[src/hdl/qrs_sqrt_cell.sv]
// one bit step of the pipelined integer square root
module qrs_sqrt_cell #(
	parameter int SW = 49,
	parameter int TW = 1
) (
	input  logic            clk,
	input  logic            arst_n,
	input  logic            in_valid,
	input  logic [2*SW-1:0] in_rad,
	input  logic [SW+1:0]   in_rem,
	input  logic [SW-1:0]   in_root,
	input  logic [TW-1:0]   in_side,
	output logic            out_valid,
	output logic [2*SW-1:0] out_rad,
	output logic [SW+1:0]   out_rem,
	output logic [SW-1:0]   out_root,
	output logic [TW-1:0]   out_side
);

	logic [SW+1:0] r2;
	logic [SW+1:0] trial;
	logic          ge;

	always_comb begin
		r2    = {in_rem[SW-1:0], in_rad[2*SW-1 -: 2]};
		trial = {in_root, 2'b01};
		ge    = (r2 >= trial);
	end

	always_ff @(posedge clk or negedge arst_n) begin
		if (!arst_n) begin
			out_valid <= 1'b0;
		end else begin
			out_valid <= in_valid;
		end
	end

	always_ff @(posedge clk) begin
		out_rad  <= {in_rad[2*SW-3:0], 2'b00};
		out_rem  <= ge ? (r2 - trial) : r2;
		out_root <= {in_root[SW-2:0], ge};
		out_side <= in_side;
	end

endmodule

[config.mk]
export PLATFORM = sky130hd
export DESIGN_NAME = qrs_sqrt_cell
export DESIGN_NICKNAME = d
export VERILOG_FILES = /design/src/hdl/qrs_sqrt_cell.sv
export SDC_FILE = /design/constraint.sdc
export NUM_CORES = 1
export LEC_CHECK = 0
export BUFFER_PORTS_ARGS = -buffer_cell sky130_fd_sc_hd__buf_2
export CORE_AREA = 5 5 153 155
export DETAILED_ROUTE_END_ITERATION = 7
export DIE_AREA = 0 0 158 160
export PLACE_DENSITY = 0.75
export SYNTH_ARGS = -nofsm -noshare
export SYNTH_HDL_FRONTEND = slang
export SYNTH_SLANG_ARGS = --single-unit
[constraint.sdc]
create_clock -name clk -period 0.8 [get_ports clk]
set_input_delay 0.12 -clock clk [delete_from_list [all_inputs] [get_ports clk]]
set_output_delay 0.12 -clock clk [all_outputs]
set_load 0.05 [all_outputs]
* Word level (Yosys, flattened, before mapping)
Index checks and enable logic that the tools add are counted.
** Word-level totals
- Word-level logic and storage cells :: 8
- Input port bits :: 202
- Output and inout port bits :: 200
- Register bits :: 198
** Cells by class
- Multiplexer cells :: 1
- $add $sub $neg :: 1
- $lt $le $gt $ge :: 1
** Operators with widths (count)
- 51-bit greater-or-equal comparator :: 1
- 51-bit 2-to-1 mux :: 1
- 51-bit subtractor :: 1

* Depth between registers and ports, before layout
- Depth in word-level cells :: 2
- Gate-level depth with buffers :: 14
- Depth with buffers taken out :: 12

* Worst setup path before layout
No wires, ideal clock.
- Kind :: input-to-reg
- From :: input port in_root[34]
- To :: register out_rem[11]
- Buffers on the path :: 1
- Library setup time :: 0.121 ns
- Stages :: 12
- Slack :: -1.753 ns
- Required time :: 0.679 ns
- Data arrival time :: 2.432 ns
- Cells stage by stage :: inv_1 ha_1 a21o_1 a21o_1 a21o_1 or3_4 a2111oi_4 nor4_2 nor2_4 inv_2 buf_6 mux2_4
** On the way
- Cells in the longest elaborated chain, start to end :: 2
** Ends and longest elaborated chain
- start, declared :: RTL line 11 : input logic [SW-1:0] in_root,
- 51-bit greater-or-equal comparator :: RTL line 27 : ge = (r2 >= trial);
- named net ge :: RTL line 22 : logic ge;
- 51-bit 2-to-1 mux :: RTL line 40 : out_rem <= ge ? (r2 - trial) : r2;
- end signal, assigned :: RTL line 40
- end, declared :: RTL line 15 : output logic [SW+1:0] out_rem,
The timed path passes the listed nets, and every way through them passes these cells.

* Worst setup path after layout
- From :: input port in_root[34]
- To :: register out_rem[47]
** On the way
- Cells in the longest elaborated chain, start to end :: 2
- Elaborated cells on any way between the ends :: 3
- Those cells by class :: 1 x add/sub; 1 x order compare; 1 x mux
** Ends and longest elaborated chain (RTL line)
- 51-bit subtractor / 51-bit greater-or-equal comparator (equally long branches) :: 40, 27
- 51-bit 2-to-1 mux (*) :: 40
Every way passes the cells marked *; elsewhere a longest branch is shown, timed or not.

==> results.md <==
- Rows: 54
- Inst Count DP: 1664
- CTS root buf: clkbuf_16
- TritonCTS Buffers: 17
- Area leader, netlist: dfxtp_1
- Most used DFF post-synth: dfxtp_1
- Final hold vios: 0
- Mean Syn Cell Area: 9.571 sq um
- CP Max Fanout: 2
- Synth top area share: 0.5038
- Layout Cells excl Fill: 1906
- Final Slew Violations: 0
- First-pass GRT wire length: 60360 um
- Post-synth EDFFs: 0
- Port bufs: 397
- Num Clock Sinks: 198
- Sequential Area: 0.004222 sq mm
- WP data required: 1.12 ns
- Post-synth cell types: 60
- Max transition margin: 0.5152
- Gr usage total: 0.3105
- Outcome: complete, but fails checks
- Failing checks: setup timing
- Count of state elements after synthesis: 198
- Area of the multi-input gates: 0.003959 sq mm
- Period utilisation layout: 2.877
- Core area: 0.02169 sq mm
- Crit-path leading delay family: compound AO/OA/AOI/OAI gates
- Initial Util: 0.3610
- Area delta synth->final: 117.4%
- Pre-Repair DR Iteration Count: 5
- Die footprint: 0.02528 sq mm
- Internal power: 21190 uW
- Hpwl dp: 24910 um
- Largest net degree at the start of global routing: 45
- DRC: 0
- Minimum clock period: 2.301 ns
- Reg power frac: 0.345
- Ports: 402
- Slowest stage cell, crit path: a2111oi_4
- Slew @ Worst Pin: 0.7273 ns
- Die height: 160 um
- Crit. End Element: flip-flop
- Maximum vdd drop: 1.267 mV
- Util after Layout: 0.7847
- Peak Freq: 434.5 MHz
- WL/cell: 22.31 um
- Die W: 158 um
- CP arrival: 2.62 ns
- Initial antenna violation count: 7
- RePlAce Congestion: 0.8903
- Leakage power total: 0.007927 uW
- Max clock buf depth: 2
- Synth top area cells: dfxtp_1 (50%), ha_1 (8.2%), o21ai_0 (4.5%)
- Gate power share: 0.387
- Fin nets: 1861
- Synthesis Warnings: 0
- H-tree depth: 4
- CP Launch Type: input pin
- Vias in the first global route: 10600
- Register area share after synthesis: 0.5070
- Worst path cell trace: buf_12, inv_12, ha_4, a21o_1, a21o_1, a21o_1, or3_4, a2111oi_4, buf_4, o31ai_4, a31oi_2, xor2_1, o21ai_1
- Switching share of total power: 0.3682
- Ys async rst share: 0.005051
- Max_cap viols: 0
- Buffers & Inverters on Critical Path: 3
- CP Class: in2reg
- Crit-path most repeated cell: a21o_1
- CTS clk-pin slew, worst paths: 0.08 ns
- DRT Wirelength: 42530 um
- DRT iter0 DRCs: 573
- Final WS setup: -1.501 ns
- Syn Inst Count: 818
- Final setup violation count: 250
- Net switching power: 12350 uW
- Slowest stage delay, CP: 0.43 ns
- Power Dens Cells: 1971 mW/mm^2
- Clk pwr share: 0.267
- Antenna Nets Post-Route: 0
- TNS Setup: -122.22 ns
- Power, Total: 33540 uW
- Via density: 5.083
- Total number of vias: 9689
- Total congestion overflow: 0
- CTS tree: yes
- Fraction of layout cells with a size suffix above 1: 0.5743
- Cell area after synthesis: 0.007829 sq mm
- Unrepaired setup endpoints after global routing: yes
- HP Class: in2reg
- # fillers: 1192
per-stage QoR:
step	setup WS [ns]	hold slack [ns]	area (sq um)
floorplan	-1.508	-0.1756	8212
global placement	-1.864	-0.1042	11840
detailed placement	-1.929	-0.1040	11840
CTS	-1.368	0.005516	16670
global route	-1.566	0.03419	17010
finish	-1.501	0.02576	17020
cells in the mapped netlist (all sizes together), types with 15 or more instances:
master / count
nand4: 20
a21oi: 56
nor3: 15
inv: 67
nor2: 34
nand2: 79
ha: 51
a21o: 24
dfxtp: 197
o21ai: 73
buf: 18
xnor2: 29
nand3: 15
cells by family (layout without fill, tap and decap cells):
logic type,count (synthesis),in the layout,synth area share
xor gates and xnor gates,43,43,0.04811
muxes,7,7,0.01119
buffers and inverters,99,901,0.05402
DFF,198,198,0.5070
other,1,7,0.0004790
AOI/OAI and AO/OA,222,222,0.1776
adders and majority gates,51,51,0.08151
and+or+nand+nor,197,197,0.1202
power groups by stage:
stage,combinational (uW),clock [uW],sequential [uW]
final,13000,8970,11600
after global routing,13500,9530,11700
after CTS,12200,8990,11500
after detailed placement,9620,0,11200
after global placement,9530,0,11200
after floorplan,3000,0,14300
state kept, by name, indices dropped and copies added (netlist names):
| name | cells |
|---|---|
| out_rad | 96 |
| out_rem | 51 |
| out_root | 49 |
| out_side | 1 |
| out_valid | 1 |
cell type report:
| type | count | share of cell area |
|---|---|---|
| repair buffers | 802 | 0.4451 |
| clock buffers | 18 | 0.02522 |
| flip-flops and latches | 198 | 0.2481 |
| well taps | 280 | 0.02059 |
| clock inverters | 14 | 0.01088 |
| inverters | 67 | 0.01684 |
| multi-input cells | 522 | 0.2326 |
| diodes | 5 | 0.0007352 |
routing by layer:
metal | vias up | share of wire | GRT usage | wire [um]
li1 | 4414 | - | - | -
met1 | 4582 | 0.32 | 0.2907 | 13630
met2 | 522 | 0.53 | 0.5834 | 22630
met3 | 165 | 0.082 | 0.1034 | 3481
met4 | 6 | 0.065 | 0.1663 | 2745
met5 | - | 0.00096 | 0 | 41
final timing paths:
path                        startpoint          end  slack, ns  cells past startpoint
min in group asynchronous       arst_n    out_valid       0.05                      2
setup / recovery           in_root[34]  out_rem[47]      -1.50                     13
hold / removal               in_rem[5]   out_rem[7]       0.03                      4
max in group asynchronous       arst_n    out_valid       0.66                      2
timing repair:
item | 4_1_cts | 5_1_grt
gates cloned | 0 | 1
endpoints found under the setup margin | 250 | 250
buffers inserted | 11 | 7
pin swaps | 18 | 26
hold endpoints to repair | 190 | 0
hold buffers | 190 | 0
gates resized for setup | 784 | 69
layout by cell type, fill, tap and decap left out, types with 14 or more instances in the layout:
| master | n |
|---|---|
| o21ai_1 | 42 |
| a21oi_1 | 48 |
| buf_6 | 26 |
| dlygate4sd3_1 | 190 |
| nor2_1 | 32 |
| dfxtp_2 | 193 |
| o21ai_0 | 27 |
| xnor2_1 | 27 |
| nand2_1 | 76 |
| buf_8 | 182 |
| a21o_1 | 24 |
| ha_1 | 27 |
| inv_1 | 56 |
| ha_4 | 19 |
| clkbuf_16 | 18 |
| nand4_1 | 20 |
| buf_4 | 206 |
| xor2_1 | 14 |
| buf_2 | 191 |
No activity file was read; power rests on OpenSTA's default activity.
