**config.mk**
```make
export PLATFORM = sky130hd
export DESIGN_NAME = qrs_div_cell
export DESIGN_NICKNAME = d
export VERILOG_FILES = /design/src/hdl/qrs_div_cell.sv
export SDC_FILE = /design/constraint.sdc
export NUM_CORES = 1
export LEC_CHECK = 0
export BUFFER_PORTS_ARGS = -buffer_cell sky130_fd_sc_hd__buf_2
export CAP_MARGIN = 20
export CORE_AREA = 2 2 236 238
export DETAILED_ROUTE_END_ITERATION = 10
export DIE_AREA = 0 0 238 240
export SLEW_MARGIN = 0
export SYNTH_ARGS = -nofsm -noshare
export SYNTH_HDL_FRONTEND = slang
export SYNTH_SLANG_ARGS = --single-unit
```
**constraint.sdc**
```tcl
create_clock -name clk -period 0.8 [get_ports clk]
set_input_delay 0.04 -clock clk [delete_from_list [all_inputs] [get_ports clk]]
set_output_delay 0.04 -clock clk [all_outputs]
set_load 0.02 [all_outputs]
```
**src/hdl/qrs_div_cell.sv**
```systemverilog
// one bit step of two restoring divisions sharing a divisor
module qrs_div_cell #(
	parameter int NW = 50,
	parameter int DW = 33,
	parameter int TW = 1
) (
	input  logic          clk,
	input  logic          arst_n,
	input  logic          in_valid,
	input  logic [DW-1:0] in_den,
	input  logic [NW-1:0] in_num0,
	input  logic [NW-1:0] in_num1,
	input  logic [DW-1:0] in_rem0,
	input  logic [DW-1:0] in_rem1,
	input  logic [NW-1:0] in_quo0,
	input  logic [NW-1:0] in_quo1,
	input  logic [TW-1:0] in_side,
	output logic          out_valid,
	output logic [DW-1:0] out_den,
	output logic [NW-1:0] out_num0,
	output logic [NW-1:0] out_num1,
	output logic [DW-1:0] out_rem0,
	output logic [DW-1:0] out_rem1,
	output logic [NW-1:0] out_quo0,
	output logic [NW-1:0] out_quo1,
	output logic [TW-1:0] out_side
);

	logic [DW:0] r0, r1, d, s0, s1;
	logic        ge0, ge1;

	always_comb begin
		r0  = {in_rem0, in_num0[NW-1]};
		r1  = {in_rem1, in_num1[NW-1]};
		d   = {1'b0, in_den};
		ge0 = (r0 >= d);
		ge1 = (r1 >= d);
		s0  = ge0 ? (r0 - d) : r0;
		s1  = ge1 ? (r1 - d) : r1;
	end

	always_ff @(posedge clk or negedge arst_n) begin
		if (!arst_n) begin
			out_valid <= 1'b0;
		end else begin
			out_valid <= in_valid;
		end
	end

	always_ff @(posedge clk) begin
		out_den  <= in_den;
		out_num0 <= {in_num0[NW-2:0], 1'b0};
		out_num1 <= {in_num1[NW-2:0], 1'b0};
		out_rem0 <= s0[DW-1:0];
		out_rem1 <= s1[DW-1:0];
		out_quo0 <= {in_quo0[NW-2:0], ge0};
		out_quo1 <= {in_quo1[NW-2:0], ge1};
		out_side <= in_side;
	end

endmodule

```
Word level (Yosys, flattened, before mapping)

Cells that the tools add are included.

Logic and storage cells: 15
Flip-flop bits (word level): 299

Mux-type cells: 2
Order comparisons: 2
Add/sub/neg operators: 2

Operators by type and width:

| operator                                         | number |
|---|---|
| 34-bit by 33-bit >= comparator with 1-bit output | 2 |
| 33-bit 2-to-1 mux                                | 2 |
| 33-bit subtractor                                | 2 |

Logic depth before layout (Yosys ltp)

Word-level depth: 2
Depth in mapped cells: 15
Depth with buffers taken out: 13

Worst setup path before layout

No wires, ideal clock.

Path type: input to register
From: input in_num1[49]
To: register out_rem1[10]
Stages: 15
Path slack: -2.400 ns
Arrival: 3.079 ns
Library setup time: 0.121 ns
Path buffers: 2
Cells stage by stage: inv_1 -> ha_1 -> inv_1 -> fa_1 -> a21o_1 -> a221oi_2 -> o221ai_2 -> a2111o_1 -> a211oi_2 -> o31a_4 -> o21a_1 -> buf_6 -> inv_6 -> buf_6 -> mux2_4

Longest elaborated chain between the ends: 2

RTL lines:

| element                                                                               | RTL line | source |
|---|---|---|
| from (decl)                                                                           | 12       | `input logic [NW-1:0] in_num1,` |
| 33-bit subtractor or 34-bit by 33-bit >= comparator with 1-bit output (tied branches) | 39, 37   |  |
| 33-bit 2-to-1 mux (*)                                                                 | 39       | `s1 = ge1 ? (r1 - d) : r1;` |
| via s1[10]                                                                            | 29       | `logic [DW:0] r0, r1, d, s0, s1;` |
| to (signal assigned)                                                                  | 55       | `out_rem1 <= s1[DW-1:0];` |
| to (decl)                                                                             | 23       | `output logic [DW-1:0] out_rem1,` |

The timed path passes the listed nets; every way through them passes the cells marked *.

Worst setup path in the final report

From: input in_num1[49]
To: register out_rem1[19]

The elaborated chain is that of the path after synthesis.

==> flow_summary.yaml <==
die:
  core_um2: 54700
  rows: 86
  initial_core_util_pct: 19.5
  die_area_um2: 57100
  fp.dieW_um: 238
  ioPinCount: 604
  die_y_um: 240
detailed_routing:
  wl_mm: 72.8
  drt-wirelength-per-cell_um: 25.0
  top_layer_used: "met5"
  viasPerCell: 4.31
  dr_wl_met3_mm: 4.44
  firstDrtPassIters: 7
  drt_iter0_drc: 499
  wl_met1_mm: 27.5
  dr_wl_met2_mm: 37.2
  route.detailed.drc: 0
  vias: 12600
  ant_nets: 0
global_route:
  antenna_found_initial: 26
  track_usage_pct: 24.4
  overflow: 0
  grt_max_degree: 14
  grt_pass1_vias: 13700
  grt_first_pass_wirelength_mm: 99.2
critical_path:
  crit_slowest_cell: "a2111o_1"
  critPathMaxStageDelay_ns: 0.42
  start_kind: "input pin"
  crit_type: "input pin to register"
  crit_arrival_ns: 3.00
  crit_chain: "buf_8 -> inv_12 -> ha_4 -> inv_2 -> fa_2 -> a21o_1 -> a221oi_2 -> buf_4 -> o221ai_4 -> a2111o_1 -> a211oi_2 -> o31a_4 -> o21a_4 -> buf_12 -> inv_12 -> mux2_4"
  critPathRequiredTime_ns: 1.23
  endpoint_kind: "register"
  worstPathMaxFanout: 13
  path_common_cell: "inv_12"
timing:
  slew_headroom_pct: 49.3
  worst_slack_ns: -1.76
  fmax_mhz: 390
  rsz0062_at_grt: "true"
  worstMarginPinSlew_ns: 0.742
  setup_viol: 367
  period_share_pct: 320
  slew_viol_final: 0
  period_needed_ns: 2.56
  finalHoldViolations: 3
  holdWs_ns: -0.391
clock_network:
  cts_tree: "done"
  clock_sinks: 299
  clockBufferDepth: 3
  ctsHtreeMaxLevel: 2
  root_buffer: "clkbuf_16"
  clkTransAtPathRegs_ns: 0.06
  cts_made_buffers: 38
synth:
  async_flop_share_pct: 0.334
  ys_seq_area_share_pct: 56.2
  yosys_warnings: 0
  synth-edff-count: 0
  synth_cell_types: 72
  synth_ff_type: "dfxtp_1"
  synth_top_area_cell: "dfxtp_1"
  avgSynthCellArea_um2: 11.2
  yosys.area.top_type_share_pct: 55.9
  synthTopCellsByArea: "dfxtp_1 (56%), ha_1 (7.7%), a21oi_1 (2.7%)"
  netlist_area_um2: 10700
  synth_cells: 952
  ys_ff_latch: 299
layout:
  stdcell_area_um2: 24200
  drive_above_1_share_pct: 63.5
  nets: 2540
  utilization_pct: 44.3
  multi_input_area_um2: 4910
  areaGrowthSynthToFinish_pct: 127
  regArea_um2: 6390
  num-fill-cells: 5071
  final_cell_count_no_fill: 2917
power_and_ir_drop:
  p_leak_nw: 11.4
  p_per_area_nw_per_um2: 2070
  p_total_mw: 50.0
  peakVddDrop_mv: 1.76
place:
  dp_cells: 2496
  dp_hpwl_mm: 55.9
  dpl_cell_area_um2: 16600
  portBuffers: 599
  routabilityCongestion: 0.948
job:
  maxCapViolCount: 0
worst_hold_path:
  hold_path.class: "input pin to register"
status:
  status: "finished, violations left"
  violations: "negative hold slack, negative setup slack"
==> final timing paths <==
check                                       end         from  slack, ns  cells past startpoint
max in group asynchronous   out_valid$_DFF_PN0_       arst_n       0.29                      3
max                        out_rem1[19]$_DFF_P_  in_num1[49]      -1.76                     16
min in group asynchronous   out_valid$_DFF_PN0_       arst_n       0.41                      3
min                          out_den[1]$_DFF_P_    in_den[1]      -0.39                      1
==> metrics by stage <==
stage / setup slack, ns / TNS, ns
6_report: -1.76 / -180.32
5_1_grt: -1.86 / -198.29
4_1_cts: -1.71 / -188.34
3_5_place_dp: -2.54 / -155.47
3_3_place_gp: -2.48 / -153.15
2_1_floorplan: -2.25 / -132.62
==> cell families after synthesis <==
| kind of cell | Yosys count | synth area share, % |
|---|---|---|
| flops | 299 | 56.2 |
| compound gates | 223 | 14.2 |
| simple gates | 179 | 8.32 |
| buf+inv | 85 | 3.35 |
| fa+ha+maj | 68 | 8.12 |
| mux | 50 | 5.92 |
| xor+xnor | 47 | 3.86 |
| other cells | 1 | 0.0352 |
==> what timing repair did <==
item	in CTS	in global routing
resized for setup	1038	31
endpoints found under the hold margin	298	4
endpoints found under the setup margin	367	367
pin swaps	39	17
hold buffers	296	2
gates cloned	5	0
setup buffers	30	14
==> cell usage after synthesis, drive strengths merged (3+ instances only) <==
library cell	n
a211oi	8
a21boi	5
a21o	37
a21oi	57
a221oi	3
a31o	4
a31oi	7
and3	10
buf	8
clkbuf	17
dfxtp	298
ha	66
inv	60
mux2	48
nand2	40
nand3	17
nand4	13
nor2	49
nor2b	6
nor3	17
nor4	3
o211ai	10
o21a	13
o21ai	34
o21bai	5
o31a	4
o31ai	12
or2	6
or3	3
xnor2	32
xor2	15
==> critical path, delay by kind of cell <==
family	cells	cell delay, ns
AO/OA/AOI/OAI	7	1.58
adder cells (fa/ha/maj)	2	0.49
buffers and inverters	6	0.58
multiplexers	1	0.30
==> layout make-up <==
type                       count  share of cell area [%]
tap                          704                    3.64
inverter                      60                    1.20
clock buffer                  46                    4.26
timing repair buffer        1196                    42.6
timing repair inverter         5                   0.352
antenna                       16                   0.165
multi-input combinational    569                    20.3
clock inverter                22                    1.06
sequential                   299                    26.4
==> sequential cells by signal, indices dropped and copies added, names as in the netlist <==
register   count
out_den       33
out_quo0      50
out_valid      1
out_rem1      33
out_side       1
out_num0      49
out_num1      49
out_rem0      33
out_quo1      50
==> per-layer routing <==
layer / vias to the layer above / global-route usage, %
li1: 5814 / -
met1: 6097 / 26.2
met2: 509 / 45.0
met3: 133 / 6.11
met4: 12 / 11.1
met5: - / 0
==> cell usage in the layout (no fill, tap or decap), types with 8 or more instances in the layout <==
cell type	count
a21o_1	37
a21oi_1	50
and3_1	9
buf_2	295
buf_4	272
buf_6	312
buf_8	16
clkbuf_16	38
dfxtp_2	287
dfxtp_4	11
diode_2	16
dlygate4sd3_1	298
ha_1	57
ha_4	8
inv_1	50
mux2_4	41
nand2_1	40
nand3_1	12
nand4_1	13
nor2_1	47
nor3_1	11
o211ai_1	10
o21a_1	12
o21ai_0	31
xnor2_1	32
xor2_1	15
==> report_power, final <==
| group | internal [mW] | switching [mW] |
|---|---|---|
| Sequential | 16.5 | 0.828 |
| Combinational | 7.79 | 6.95 |
| Clock | 10.6 | 7.34 |
| Total | 34.9 | 15.1 |
Power figures use the tool's default switching activity.
